$ cat src/sdfc_pkg.sv
// ----------------------------------------------------------------------------
// sdfc_pkg
// shared types, constants and helpers of the contact force block
// ----------------------------------------------------------------------------
package sdfc_pkg;

    localparam int CONTACT_SLOTS = 64;
    localparam int SLOT_W        = 6;
    localparam int CFG_IDX_W     = 3;
    localparam int ROOT_STEPS    = 32;
    localparam int ROOT_CNT_W    = 5;

    localparam logic signed [65:0] MAX32 = 66'sh0_7FFF_FFFF;
    localparam logic signed [65:0] MIN32 = -66'sh0_8000_0000;

    typedef enum logic [CFG_IDX_W-1:0] {
        REG_NORMAL_STIFFNESS  = 3'd0,
        REG_TANGENT_STIFFNESS = 3'd1,
        REG_FRICTION_COEFF    = 3'd2,
        REG_DAMPING_RATIO     = 3'd3,
        REG_TIME_STEP         = 3'd4
    } t_reg_idx;

    typedef enum logic [4:0] {
        OP_NOP, OP_MK, OP_VN1, OP_VN2, OP_VT1, OP_VT2, OP_KG, OP_STEP, OP_KTS,
        OP_VISC, OP_VVN, OP_THR, OP_FX1, OP_FX2, OP_FY1, OP_FY2, OP_MOM1, OP_MOM2
    } t_op;

    typedef enum logic [4:0] {
        S_IDLE, S_DECIDE, S_MK, S_VN1, S_VN2, S_VT1, S_VT2, S_KG, S_STEP, S_GAP1,
        S_KTS, S_ROOT, S_VISC, S_GAP2, S_VVN, S_GAP3, S_THR, S_GAP4, S_CLAMP,
        S_FX1, S_FX2, S_FY1, S_FY2, S_MOM1, S_MOM2, S_FIN
    } t_state;

    typedef struct packed {
        logic load;
        t_op  op;
        logic clamp;
        logic finish;
    } t_cmd;

    typedef struct packed {
        logic contact;
        logic root_done;
    } t_sts;

    function automatic logic signed [31:0] sat32(input logic signed [65:0] v);
        logic signed [31:0] r;
        if (v > MAX32) begin
            r = 32'sh7FFF_FFFF;
        end else if (v < MIN32) begin
            r = 32'sh8000_0000;
        end else begin
            r = v[31:0];
        end
        return r;
    endfunction

endpackage

$ cat src/sdfc_ctrl.sv
// ----------------------------------------------------------------------------
// sdfc_ctrl
// sequencer issuing at most one multiplier operation per state and owning the beat flags
// ----------------------------------------------------------------------------
module sdfc_ctrl (
    input  logic            i_clk,
    input  logic            i_rst_n,
    input  logic            i_valid,
    output logic            o_stall,
    output logic            o_valid,
    input  logic            i_stall,
    input  sdfc_pkg::t_sts  i_sts,
    output sdfc_pkg::t_cmd  o_cmd
);
    import sdfc_pkg::*;

    t_state r_state, n_state;
    logic   r_out_valid;
    logic   out_blocked;

    assign out_blocked = r_out_valid && i_stall;
    assign o_stall     = (r_state != S_IDLE);
    assign o_valid     = r_out_valid;

    always_comb begin
        n_state = r_state;
        unique case (r_state)
            S_IDLE:   if (i_valid) n_state = S_DECIDE;
            S_DECIDE: n_state = i_sts.contact ? S_MK : S_FIN;
            S_MK:     n_state = S_VN1;
            S_VN1:    n_state = S_VN2;
            S_VN2:    n_state = S_VT1;
            S_VT1:    n_state = S_VT2;
            S_VT2:    n_state = S_KG;
            S_KG:     n_state = S_STEP;
            S_STEP:   n_state = S_GAP1;
            S_GAP1:   n_state = S_KTS;
            S_KTS:    n_state = S_ROOT;
            S_ROOT:   if (i_sts.root_done) n_state = S_VISC;
            S_VISC:   n_state = S_GAP2;
            S_GAP2:   n_state = S_VVN;
            S_VVN:    n_state = S_GAP3;
            S_GAP3:   n_state = S_THR;
            S_THR:    n_state = S_GAP4;
            S_GAP4:   n_state = S_CLAMP;
            S_CLAMP:  n_state = S_FX1;
            S_FX1:    n_state = S_FX2;
            S_FX2:    n_state = S_FY1;
            S_FY1:    n_state = S_FY2;
            S_FY2:    n_state = S_MOM1;
            S_MOM1:   n_state = S_MOM2;
            S_MOM2:   n_state = S_FIN;
            S_FIN:    if (!out_blocked) n_state = S_IDLE;
            default:  n_state = S_IDLE;
        endcase
    end

    always_comb begin
        o_cmd        = '0;
        o_cmd.op     = OP_NOP;
        o_cmd.load   = (r_state == S_IDLE) && i_valid;
        o_cmd.clamp  = (r_state == S_CLAMP);
        o_cmd.finish = (r_state == S_FIN) && !out_blocked;
        unique case (r_state)
            S_MK:    o_cmd.op = OP_MK;
            S_VN1:   o_cmd.op = OP_VN1;
            S_VN2:   o_cmd.op = OP_VN2;
            S_VT1:   o_cmd.op = OP_VT1;
            S_VT2:   o_cmd.op = OP_VT2;
            S_KG:    o_cmd.op = OP_KG;
            S_STEP:  o_cmd.op = OP_STEP;
            S_KTS:   o_cmd.op = OP_KTS;
            S_VISC:  o_cmd.op = OP_VISC;
            S_VVN:   o_cmd.op = OP_VVN;
            S_THR:   o_cmd.op = OP_THR;
            S_FX1:   o_cmd.op = OP_FX1;
            S_FX2:   o_cmd.op = OP_FX2;
            S_FY1:   o_cmd.op = OP_FY1;
            S_FY2:   o_cmd.op = OP_FY2;
            S_MOM1:  o_cmd.op = OP_MOM1;
            S_MOM2:  o_cmd.op = OP_MOM2;
            default: o_cmd.op = OP_NOP;
        endcase
    end

    always_ff @(posedge i_clk) begin
        if (!i_rst_n) begin
            r_state     <= S_IDLE;
            r_out_valid <= 1'b0;
        end else begin
            r_state <= n_state;
            if (o_cmd.finish) begin
                r_out_valid <= 1'b1;
            end else if (!i_stall) begin
                r_out_valid <= 1'b0;
            end
        end
    end

`ifndef SYNTH
    a_finish_in_fin: assert property (@(posedge i_clk) disable iff (!i_rst_n)
        o_cmd.finish |-> r_state == S_FIN) else $error("finish outside final state");
    a_finish_shows: assert property (@(posedge i_clk) disable iff (!i_rst_n)
        o_cmd.finish |=> r_out_valid) else $error("result beat not presented");
    a_load_decide: assert property (@(posedge i_clk) disable iff (!i_rst_n)
        o_cmd.load |=> r_state == S_DECIDE) else $error("load did not start item");
    a_idle_quiet: assert property (@(posedge i_clk) disable iff (!i_rst_n)
        r_state == S_IDLE |-> o_cmd.op == OP_NOP) else $error("op issued while idle");
`endif

endmodule

$ cat config.mk
export PLATFORM = sky130hd
export DESIGN_NAME = sdfc_ctrl
export DESIGN_NICKNAME = d
export VERILOG_FILES = /design/src/sdfc_pkg.sv /design/src/sdfc_ctrl.sv
export SDC_FILE = /design/constraint.sdc
export NUM_CORES = 1
export LEC_CHECK = 0
export BUFFER_PORTS_ARGS = -buffer_cell sky130_fd_sc_hd__buf_2
export CORE_UTILIZATION = 57
export CTS_BUF_LIST = sky130_fd_sc_hd__clkbuf_4 sky130_fd_sc_hd__clkbuf_8
export DETAILED_ROUTE_END_ITERATION = 6
export PLACE_DENSITY = 0.81
export SKIP_CTS_REPAIR_TIMING = 1
export SLEW_MARGIN = 20
export SYNTH_ARGS = -nofsm -noshare
export SYNTH_HDL_FRONTEND = slang
export SYNTH_SLANG_ARGS = --single-unit
$ cat constraint.sdc
create_clock -name i_clk -period 3.3 [get_ports i_clk]
set_input_delay 0.33 -clock i_clk [delete_from_list [all_inputs] [get_ports i_clk]]
set_output_delay 0.33 -clock i_clk [all_outputs]
set_load 0.01 [all_outputs]
Word level (Yosys, flattened, before mapping):

Memory sizes are Yosys's and may differ from the RTL's. A register that Yosys moved wholly into a read port is not among the register bits.
Cells that the tools add are included.

* memories kept: 1
* register bits: 6
* bits of input ports: 6
* memory bits (writable): 0
* bits in latches: 0
* memory bits (read-only): 160

* $add $sub $neg: 0
* div/mod/pow operators: 0
* muxes and demuxes: 9
* bitwise logic cells: 0
* magnitude comparators: 0
* $mul: 0
* equal/unequal tests: 29
* reductions and logical operators: 7
* shift-type cells: 0

Memory list
* (no name shown): depth 32, bits a word 5, rd ports 1, clocked after Yosys merged registers in 1, wr ports 0, RTL line sdfc_ctrl.sv:64 `unique case (r_state)`

Operators with widths (count)
* $pmux W5 S26: 1
* $eq A5 B5 Y1 const B: 10
* $eq A5 B4 Y1 const B: 8
* $mux W5: 6
* $eq A5 B3 Y1 const B: 4
* $eq A5 B2 Y1 const B: 2
* $ne A2 B2 Y1 const B: 3
* $eq A5 B1 Y1 const B: 1
* $logic_not A5 Y1: 1
* $reduce_bool A5 Y1: 1
* $logic_and A1 B1 Y1: 3
* $reduce_and A3 Y1: 1
* $mux W1: 2
* $ne A2 B1 Y1 const B: 1
* $logic_not A1 Y1: 1

Depth between registers and ports, before layout:

Gate-level depths: netlist of the first run.

* depth after elaboration: 5
* mapped depth: 11
* mapped depth without buffers: 10

Worst setup path before layout of the first run:

Ideal clock, no wire load.

* kind: register to register
* start point: reg r_state[1]
* end point: reg o_cmd[5] (netlist name)
* slack: 0.953 ns
* arrival time: 2.277 ns
* buffers on the path: 1
* cell stages (with the launch flop): 10
* setup time: 0.070 ns
* path through: dfxtp_1 buf_4 or4_4 o211ai_2 a21oi_1 inv_1 ha_1 nor2_1 or4b_1 a21oi_1

* word-level cells in the longest chain between the ends: 5

RTL lines
* start, declared: RTL line sdfc_ctrl.sv:17 `t_state r_state, n_state;`
* start signal, assigned: RTL line sdfc_ctrl.sv:91 `r_state <= n_state;`
* branches (longest 3 deep; another with $pmux W5 S26)
* $mux W5 (no line) (*) (2 in a row)

Every way passes the cells marked *.
A chain may end at the register's enable or synchronous reset.

Final worst setup path of the first run:

* start point: reg r_state[3]
* end point: reg o_cmd[3] (netlist name)

* word-level cells in the longest chain between the ends: 5

RTL lines
* branches (longest 3 deep; another with $pmux W5 S26)
* $mux W5 (no line) (*) (2 in a row)

Marks and branches as above.

==> results of run 1 <==
## cells in the final DEF, fill, tap and decap left out, types with 2 or more instances in the layout
cell / netlist / layout
buf_2: 3 / 15
a21oi_1: 14 / 14
nand2_1: 12 / 12
dfxtp_1: 11 / 11
nor2_1: 8 / 8
inv_1: 8 / 8
o21a_1: 5 / 5
ha_1: 5 / 5
clkbuf_4: 0 / 4
mux2i_1: 3 / 3
o21ai_0: 3 / 3
nand4_1: 2 / 2
nand2b_1: 2 / 2
nor3_1: 2 / 2
or4_4: 2 / 2
nand4b_1: 2 / 2
o21ai_1: 2 / 2
o211ai_1: 2 / 2
## sequential cells by signal, indices dropped and copies added (netlist names)
name,count
o_cmd,5
o_valid,1
r_state,5
## metal layers
layer  vias up  GRT usage (%)  share of wire (%)
li1        435              -                  -
met1       409           33.1                 44
met2        18           44.4                 51
met3         3           8.19                3.9
met4         0           10.0               0.89
met5         -              0                  0
## cell type report
class / instances / area, um^2 / share of cell area [%]
Multi-Input combinational cell: 87 / 626 / 62.3
Sequential cell: 11 / 220 / 21.9
Timing Repair Buffer: 15 / 75.1 / 7.47
Inverter: 9 / 33.8 / 3.36
Clock buffer: 4 / 30.0 / 2.99
Tap cell: 16 / 20.0 / 1.99
## path summary, 6_finish.rpt
check / endpoint / slack (ns) / cells past startpoint
hold / removal: r_state[1]$_SDFFE_PN0N_ / 0.38 / 2
setup reg to reg: o_cmd[3]$_DFF_P_ / 0.52 / 10
hold reg to reg: o_valid$_SDFFE_PN0P_ / 0.58 / 2
setup / recovery: o_cmd[3]$_DFF_P_ / 0.52 / 10
## report_power, final
group / switching [uW] / internal [uW]
Clock: 50.1 / 55.2
Combinational: 264 / 222
Sequential: 77.5 / 174
## kinds of logic after synthesis
group | share of synthesized area, %
xor gates and xnor gates | 1.77
DFF | 24.0
and+or+nand+nor | 29.2
AOI/OAI and AO/OA | 25.9
buffers and inverters | 7.78
muxes | 4.50
adders and majority gates | 6.82
## stage by stage
step | total power [uW] | instance area (um^2) | setup WS (ns) | utilization [%] | hold WS [ns]
3_3_place_gp | 716 | 975 | 0.646 | 64.7 | 0.553
3_5_place_dp | 733 | 975 | 0.539 | 64.7 | 0.573
4_1_cts | 837 | 1000 | 0.526 | 66.7 | 0.381
5_1_grt | 909 | 1000 | 0.333 | 66.7 | 0.383
2_1_floorplan | 632 | 917 | 0.953 | - | 0.545
6_report | 843 | 1000 | 0.516 | 66.7 | 0.382
==> impl_metrics.py, run 1 <==
metrics = {
    "timing": {
        "rsz0062_at_grt": "no",
        "finalSetupViolations": 0,
        "tns_ns": 0,
        "hold_violations": 0,
        "min_period_ns": 2.78,
        "fin_worst_skew_ns": 0.000930,
        "maxSlewViolCount": 0,
        "max_freq_ghz": 0.359,
        "tightestPinTransition_ns": 0.513,
        "slew_headroom_pct": 65.8,
        "period_share_pct": 84.4,
    },
    "floorplan": {
        "placementRows": 14,
        "initial_core_util_pct": 60.9,
        "dieArea_um2": 1770,
        "dieHeight_um": 42.1,
        "coreArea_um2": 1510,
        "die_w_um": 42.1,
        "ios": 16,
    },
    "finish": {
        "nFillCells": 133,
        "fin_cells": 142,
        "n_antenna_cell": 0,
        "syn_to_final_growth_pct": 9.55,
        "drive_above_1_share_pct": 24.6,
        "fin_nets": 138,
    },
    "synth": {
        "ys.flop_type": "dfxtp_1",
        "syn_inst": 113,
        "ys_top_cells_by_count": "14 x a21oi_1, 12 x nand2_1, 11 x dfxtp_1",
        "synth.area.top_cells": "dfxtp_1 24%, a21oi_1 7.6%, ha_1 6.8%, nand2_1 4.9%, o21a_1 4.1%",
        "yosys.area.top_type": "dfxtp_1",
        "synthArstFlopShare_pct": 0,
        "synthDistinctLibCells": 42,
        "synth_top_area_share_pct": 24.0,
        "avgSynthCellArea_um2": 8.12,
        "syn_nets": 124,
        "yosysWarnings": 0,
        "synth-edff-count": 0,
        "synth_most_common_cell": "a21oi_1",
        "ys_ff_latch": 11,
        "netlist_area_um2": 917,
        "seq_area_frac_synth_pct": 24.0,
    },
    "clocking": {
        "clock-root-buffer": "clkbuf_4",
        "cts_buffer_depth": 2,
        "clk_pin_slew_worst_paths_ns": 0.07,
        "clock_sinks": 11,
        "numCtsBuffers": 3,
        "htree_levels": 1,
        "cts_tree": "yes",
        "clk_latency_ns": 0.28,
    },
    "global_route": {
        "first_global_vias": 847,
        "gr-total-overflow": 0,
        "antenna_found_initial": 0,
        "grt_pass1_wl_um": 3680,
        "grt_use_total_pct": 26.9,
        "grt_max_degree": 16,
    },
    "critical_path": {
        "startpoint_type": "flop",
        "crit_required_ns": 3.46,
        "crit_buf_inv": 2,
        "cp_top_family": "simple AND/OR/NAND/NOR gates",
        "reg2reg_from": "r_state[3]$_SDFFE_PN0N_",
        "critPathSlowestCell": "dfxtp_1",
        "end_kind": "flop",
        "critPathLaunch": "r_state[3]$_SDFFE_PN0N_",
        "crit_type": "reg2reg",
        "arrival_ns": 2.94,
        "path_max_fanout": 13,
        "crit_chain": "or3b_1 > or3_4 > o21a_2 > a21oi_1 > inv_1 > ha_1 > inv_1 > o211ai_1 > o21ai_1 > o211ai_1",
        "cpPeakStageDelay_ns": 0.59,
    },
    "job": {
        "drv_cap": 0,
    },
    "route": {
        "num_vias": 865,
        "drtIter0Drc": 20,
        "first_pass_iters": 4,
        "via_per_inst": 6.09,
        "wl_per_cell_um": 15.0,
        "drc": 0,
        "drt-total-wl_um": 2130,
        "ant_nets": 0,
    },
    "place": {
        "place_hpwl_um": 1590,
        "gp_congestion": 0.887,
        "portBuffers": 15,
        "dpl.cell_count": 138,
    },
    "worst_hold_path": {
        "holdCritPathClass": "in2reg",
        "hp-start": "i_rst_n",
    },
    "power_and_ir_drop": {
        "vdd_ir_drop_max_v": 0.000410,
        "leakage_uw": 0.000442,
        "powerDensity_nw_per_um2": 839,
    },
    "run_status": {
        "status": "completed",
    },
}
No activity file was read; power rests on OpenSTA's default activity.
==> run 2: changes to the inputs <==
--- a/config.mk
+++ b/config.mk
@@ -6,10 +6,10 @@
 export NUM_CORES = 1
 export LEC_CHECK = 0
 export BUFFER_PORTS_ARGS = -buffer_cell sky130_fd_sc_hd__buf_2
-export CORE_UTILIZATION = 57
+export CORE_UTILIZATION = 51
 export CTS_BUF_LIST = sky130_fd_sc_hd__clkbuf_4 sky130_fd_sc_hd__clkbuf_8
 export DETAILED_ROUTE_END_ITERATION = 6
-export PLACE_DENSITY = 0.81
+export PLACE_DENSITY = 0.77
 export SKIP_CTS_REPAIR_TIMING = 1
 export SLEW_MARGIN = 20
 export SYNTH_ARGS = -nofsm -noshare
==> constraint.sdc (replaced) <==
create_clock -name i_clk -period 2.3 [get_ports i_clk]
set_input_delay 0.23 -clock i_clk [delete_from_list [all_inputs] [get_ports i_clk]]
set_output_delay 0.23 -clock i_clk [all_outputs]
set_load 0.01 [all_outputs]
==> run 2 against run 1 <==
Against the previous run: core utilization increased by 8.8 points; final cell count increased by 18%; wire length increased by 11%; die area increased by 11%; clock-buffer cell count unchanged; sequential share of layout area decreased by 3.4 points; flip-flop and latch count unchanged; global-route usage increased by 0.74 points; setup slack got worse by 0.51 ns; clock skew about the same; combinational power increased by 110%; via count increased by 11%.
==> impl_metrics.py, run 2 (same netlist as run 1, synthesis figures left out) <==
metrics = {
    "timing": {
        "period_share_pct": 99.8,
        "tightestPinTransition_ns": 0.415,
        "tns_ns": 0,
        "max_freq_ghz": 0.436,
        "hold_violations": 0,
        "fin_worst_skew_ns": 0.000708,
        "rsz0062_at_grt": "yes",
        "min_period_ns": 2.29,
        "slew_headroom_pct": 72.2,
        "maxSlewViolCount": 0,
        "finalSetupViolations": 0,
    },
    "power_and_ir_drop": {
        "p_sw_uw": 646,
        "p_sw_share_pct": 43.8,
        "power.internal_uw": 831,
        "leakage_uw": 0.000541,
        "p_clk_share_pct": 10.2,
        "power_frac_seq_pct": 19.5,
        "combPwrFrac_pct": 70.4,
        "powerDensity_nw_per_um2": 1230,
        "vdd_ir_drop_max_v": 0.000749,
    },
    "route": {
        "wl_per_cell_um": 14.0,
        "highest_layer": "met4",
        "drtIter0Drc": 26,
        "via_per_inst": 5.70,
        "drt-total-wl_um": 2350,
        "wl_met2_um": 1160,
        "wl_met3_um": 114,
        "first_pass_iters": 4,
        "ant_nets": 0,
        "num_vias": 958,
        "drt-met1-wl_um": 1050,
        "drc": 0,
    },
    "critical_path": {
        "crit_path_end": "o_cmd[5]$_DFF_P_",
        "critPathSlowestCell": "or4b_1",
        "crit_required_ns": 2.52,
        "ff2ff_path_depth": 9,
        "rrSetupSlack_ns": 0.005,
        "arrival_ns": 2.51,
        "path_max_fanout": 4,
        "end_kind": "flop",
        "startpoint_type": "flop",
        "cpPeakStageDelay_ns": 0.49,
        "r2r_end": "o_cmd[5]$_DFF_P_",
        "crit_type": "reg2reg",
        "reg2reg_from": "r_state[3]$_SDFFE_PN0N_",
        "crit_chain": "or2_4 > or4_4 > o211ai_4 > a21oi_4 > inv_2 > ha_4 > nor2_1 > or4b_1 > a21oi_1",
        "critPathLaunch": "r_state[3]$_SDFFE_PN0N_",
    },
    "global_route": {
        "grt_max_degree": 15,
        "antenna_found_initial": 0,
        "gr-total-overflow": 0,
        "first_global_vias": 845,
        "grt_use_total_pct": 27.7,
        "grt_pass1_wl_um": 3940,
    },
    "floorplan": {
        "placementRows": 14,
        "dieArea_um2": 1970,
        "ios": 16,
        "die_w_um": 44.4,
        "dieHeight_um": 44.4,
        "initial_core_util_pct": 57.5,
        "coreArea_um2": 1590,
    },
    "run_status": {
        "status": "completed",
    },
    "finish": {
        "fin_util_pct": 75.5,
        "final_area_um2": 1200,
        "mostFrequentLayoutCell": "buf_4",
        "n_antenna_cell": 0,
        "mostFrequentLayoutCells": "17 x buf_4, 15 x buf_2, 13 x a21oi_1",
        "nFillCells": 109,
        "syn_to_final_growth_pct": 31.2,
        "fin_nets": 156,
        "drive_above_1_share_pct": 39.6,
    },
    "place": {
        "place_hpwl_um": 1760,
        "gp_congestion": 0.927,
        "post_dp_cell_area_um2": 1130,
        "portBuffers": 15,
    },
    "worst_hold_path": {
        "min_path_cells": 2,
        "holdCritPathClass": "in2reg",
    },
    "clocking": {
        "numCtsBuffers": 3,
        "cts_buffer_depth": 2,
        "clk_latency_ns": 0.28,
        "htree_levels": 1,
        "cts_tree": "yes",
        "clk_pin_slew_worst_paths_ns": 0.07,
        "clock-root-buffer": "clkbuf_4",
        "clock_sinks": 11,
    },
    "job": {
        "drv_cap": 0,
    },
}
-- run 2: per-layer routing --
layer	vias up	GRT usage [%]
met1	450	36.4
li1	475	-
met3	4	7.35
met5	-	0
met2	29	42.1
met4	0	12.7
-- run 2: area by class of cell --
type	count	area, um^2	area share, %
clock buffers	4	30.0	2.49
multi-input cells	87	673	55.9
repair buffers	33	214	17.8
well taps	24	30.0	2.49
flip-flops and latches	11	223	18.5
inverters	9	33.8	2.81
-- run 2: stage by stage --
step,hold slack [ns],total power (uW),setup WS (ns),std cells
final,0.283,1480,0.00539,168
after global routing,0.280,1580,-0.0716,168
after CTS,0.273,1400,-0.108,167
after detailed placement,0.570,1240,-0.0780,163
after global placement,0.550,1230,0.00789,163
after floorplan,0.444,931,-0.0323,113
-- run 2: how the worst min path moves through the flow --
| stage | from | to | slack (ns) |
|---|---|---|---|
| floorplan | i_valid | r_state[0]$_SDFFE_PN0N_ | 0.44 |
| global placement | o_valid$_SDFFE_PN0P_ | o_valid$_SDFFE_PN0P_ | 0.55 |
| detailed placement | o_valid$_SDFFE_PN0P_ | o_valid$_SDFFE_PN0P_ | 0.57 |
| CTS | i_rst_n | r_state[1]$_SDFFE_PN0N_ | 0.27 |
| global route | i_rst_n | r_state[1]$_SDFFE_PN0N_ | 0.28 |
| finish | i_rst_n | r_state[1]$_SDFFE_PN0N_ | 0.28 |
-- run 2: power by group through the flow --
stage          logic, uW  registers, uW  clock network, uW
5_1_grt             1130            292                160
6_report            1040            287                150
2_1_floorplan        633            299                  0
3_5_place_dp         958            285                  0
4_1_cts              964            281                156
3_3_place_gp         944            282                  0
-- run 2: worst max-delay path, delay by kind of cell (launching register included) --
| kind | cells | cell delay [ns] |
|---|---|---|
| and+or+nand+nor | 4 | 1.23 |
| buffers and inverters | 1 | 0.10 |
| DFF | 1 | 0.33 |
| adders and majority gates | 1 | 0.15 |
| AOI/OAI and AO/OA | 3 | 0.43 |
==> run 3: changes to the inputs <==
--- a/config.mk
+++ b/config.mk
@@ -9,7 +9,7 @@
 export CORE_UTILIZATION = 51
 export CTS_BUF_LIST = sky130_fd_sc_hd__clkbuf_4 sky130_fd_sc_hd__clkbuf_8
 export DETAILED_ROUTE_END_ITERATION = 6
-export PLACE_DENSITY = 0.77
+export PLACE_DENSITY = 0.88
 export SKIP_CTS_REPAIR_TIMING = 1
 export SLEW_MARGIN = 20
 export SYNTH_ARGS = -nofsm -noshare
==> run 3 against run 2 <==
Against the previous run: clock power down 4%; combinational power about the same; total power down 0.65%; sequential power down 1%; die area unchanged; the flow now finishes with violations (negative setup slack); hold slack better by 0.011 ns; non-clock buffer count down 3.
==> impl_metrics.py, run 3 (same netlist as run 1, synthesis figures left out) <==
metrics = {
    "finish": {
        "nFillCells": 113,
        "n_antenna_cell": 0,
        "fin_util_pct": 75.6,
        "mostFrequentLayoutCells": "15 x buf_2, 13 x a21oi_1, 13 x buf_4",
        "fin_cells": 165,
        "final_area_um2": 1200,
        "mostFrequentLayoutCell": "buf_2",
        "fin_nets": 153,
        "syn_to_final_growth_pct": 31.4,
        "drive_above_1_share_pct": 39.7,
    },
    "place": {
        "place_hpwl_um": 1850,
        "portBuffers": 15,
        "dpl.cell_count": 160,
        "post-place-ws_ns": -0.0712,
        "gp_congestion": 0.872,
        "post_dp_cell_area_um2": 1100,
    },
    "floorplan": {
        "coreArea_um2": 1590,
        "dieArea_um2": 1970,
        "die_w_um": 44.4,
        "ios": 16,
        "initial_core_util_pct": 57.5,
        "placementRows": 14,
        "dieHeight_um": 44.4,
    },
    "timing": {
        "period_share_pct": 101,
        "worst_slack_ns": -0.0153,
        "hold_violations": 0,
        "tightestPinTransition_ns": 0.416,
        "maxSlewViolCount": 0,
        "max_freq_ghz": 0.432,
        "rsz0062_at_grt": "yes",
        "finalSetupViolations": 1,
        "min_period_ns": 2.32,
        "slew_headroom_pct": 72.0,
        "fin_worst_skew_ns": 0.00217,
    },
    "route": {
        "num_vias": 960,
        "via_per_inst": 5.82,
        "drc": 0,
        "first_pass_iters": 4,
        "drtIter0Drc": 25,
        "ant_nets": 0,
        "drt-total-wl_um": 2460,
        "wl_per_cell_um": 14.9,
    },
    "global_route": {
        "gr-total-overflow": 0,
        "grt_pass1_wl_um": 3770,
        "grt_use_total_pct": 26.9,
        "antenna_found_initial": 0,
        "first_global_vias": 909,
        "grt_max_degree": 15,
    },
    "power_and_ir_drop": {
        "powerDensity_nw_per_um2": 1220,
        "vdd_ir_drop_max_v": 0.000711,
        "leakage_uw": 0.000520,
        "power.total_uw": 1470,
    },
    "clocking": {
        "cts_tree": "yes",
        "cts_buffer_depth": 2,
        "numCtsBuffers": 3,
        "clock-root-buffer": "clkbuf_4",
        "clk_latency_ns": 0.27,
        "clock_sinks": 11,
        "clk_pin_slew_worst_paths_ns": 0.07,
        "htree_levels": 1,
    },
    "critical_path": {
        "path_max_fanout": 4,
        "crit_required_ns": 2.50,
        "end_kind": "flop",
        "startpoint_type": "flop",
        "arrival_ns": 2.52,
        "crit_type": "reg2reg",
    },
    "run_status": {
        "status": "complete, but fails checks",
        "violations": "negative setup slack",
    },
    "worst_hold_path": {
        "holdCritPathClass": "in2reg",
    },
    "job": {
        "drv_cap": 0,
    },
}
==> run 3: changes by cell type in the layout (fill, tap and decap cells not counted), sizes merged <==
cell	previous run	this run
buf	33	30
==> run 3: path summary, 6_finish.rpt <==
kind                                start                       to  slack [ns]  cells after the start
setup / recovery  r_state[4]$_SDFFE_PN0N_         o_cmd[5]$_DFF_P_       -0.02                      9
hold / removal                    i_rst_n  r_state[1]$_SDFFE_PN0N_        0.29                      2
setup reg to reg  r_state[4]$_SDFFE_PN0N_         o_cmd[5]$_DFF_P_       -0.02                      9
hold reg to reg      o_valid$_SDFFE_PN0P_     o_valid$_SDFFE_PN0P_        0.58                      2
==> run 3: metal layers <==
layer	routed length (um)	part of all wire [%]	global-route usage (%)
met1	948	39	28.6
met2	1350	55	48.2
met3	79	3.2	4.08
met4	79	3.2	18.2
met5	0	0	0
==> run 3: cell type report <==
| class | instances | area (um^2) | area share, % |
|---|---|---|---|
| inverter | 9 | 33.8 | 2.80 |
| timing repair buffer | 30 | 195 | 16.2 |
| clock buffer | 4 | 30.0 | 2.49 |
| multi-input combinational | 87 | 693 | 57.5 |
| tap | 24 | 30.0 | 2.49 |
| sequential | 11 | 223 | 18.5 |
==> run 3: worst max-delay path: stages (launching register included) <==
cell and delay, ns:
dfxtp_1 0.31, or2_1 0.24, or4_4 0.45, o211ai_4 0.22, a21oi_4 0.09, inv_2 0.10
ha_4 0.16, nor2_1 0.04, or4b_1 0.51, a21oi_1 0.13
==> run 3: where the power goes <==
| part | internal [uW] | switching [uW] |
|---|---|---|
| logic | 482 | 558 |
| registers | 252 | 31.4 |
| clock network | 79.0 | 64.9 |
| total | 813 | 654 |
==> run 3: per-stage QoR <==
stage                     hold slack [ns]  setup TNS (ns)
after floorplan                     0.444         -0.0323
after global placement              0.540               0
after detailed placement            0.557         -0.0824
after CTS                           0.286          -0.150
after global routing                0.300          -0.172
final                               0.294         -0.0153
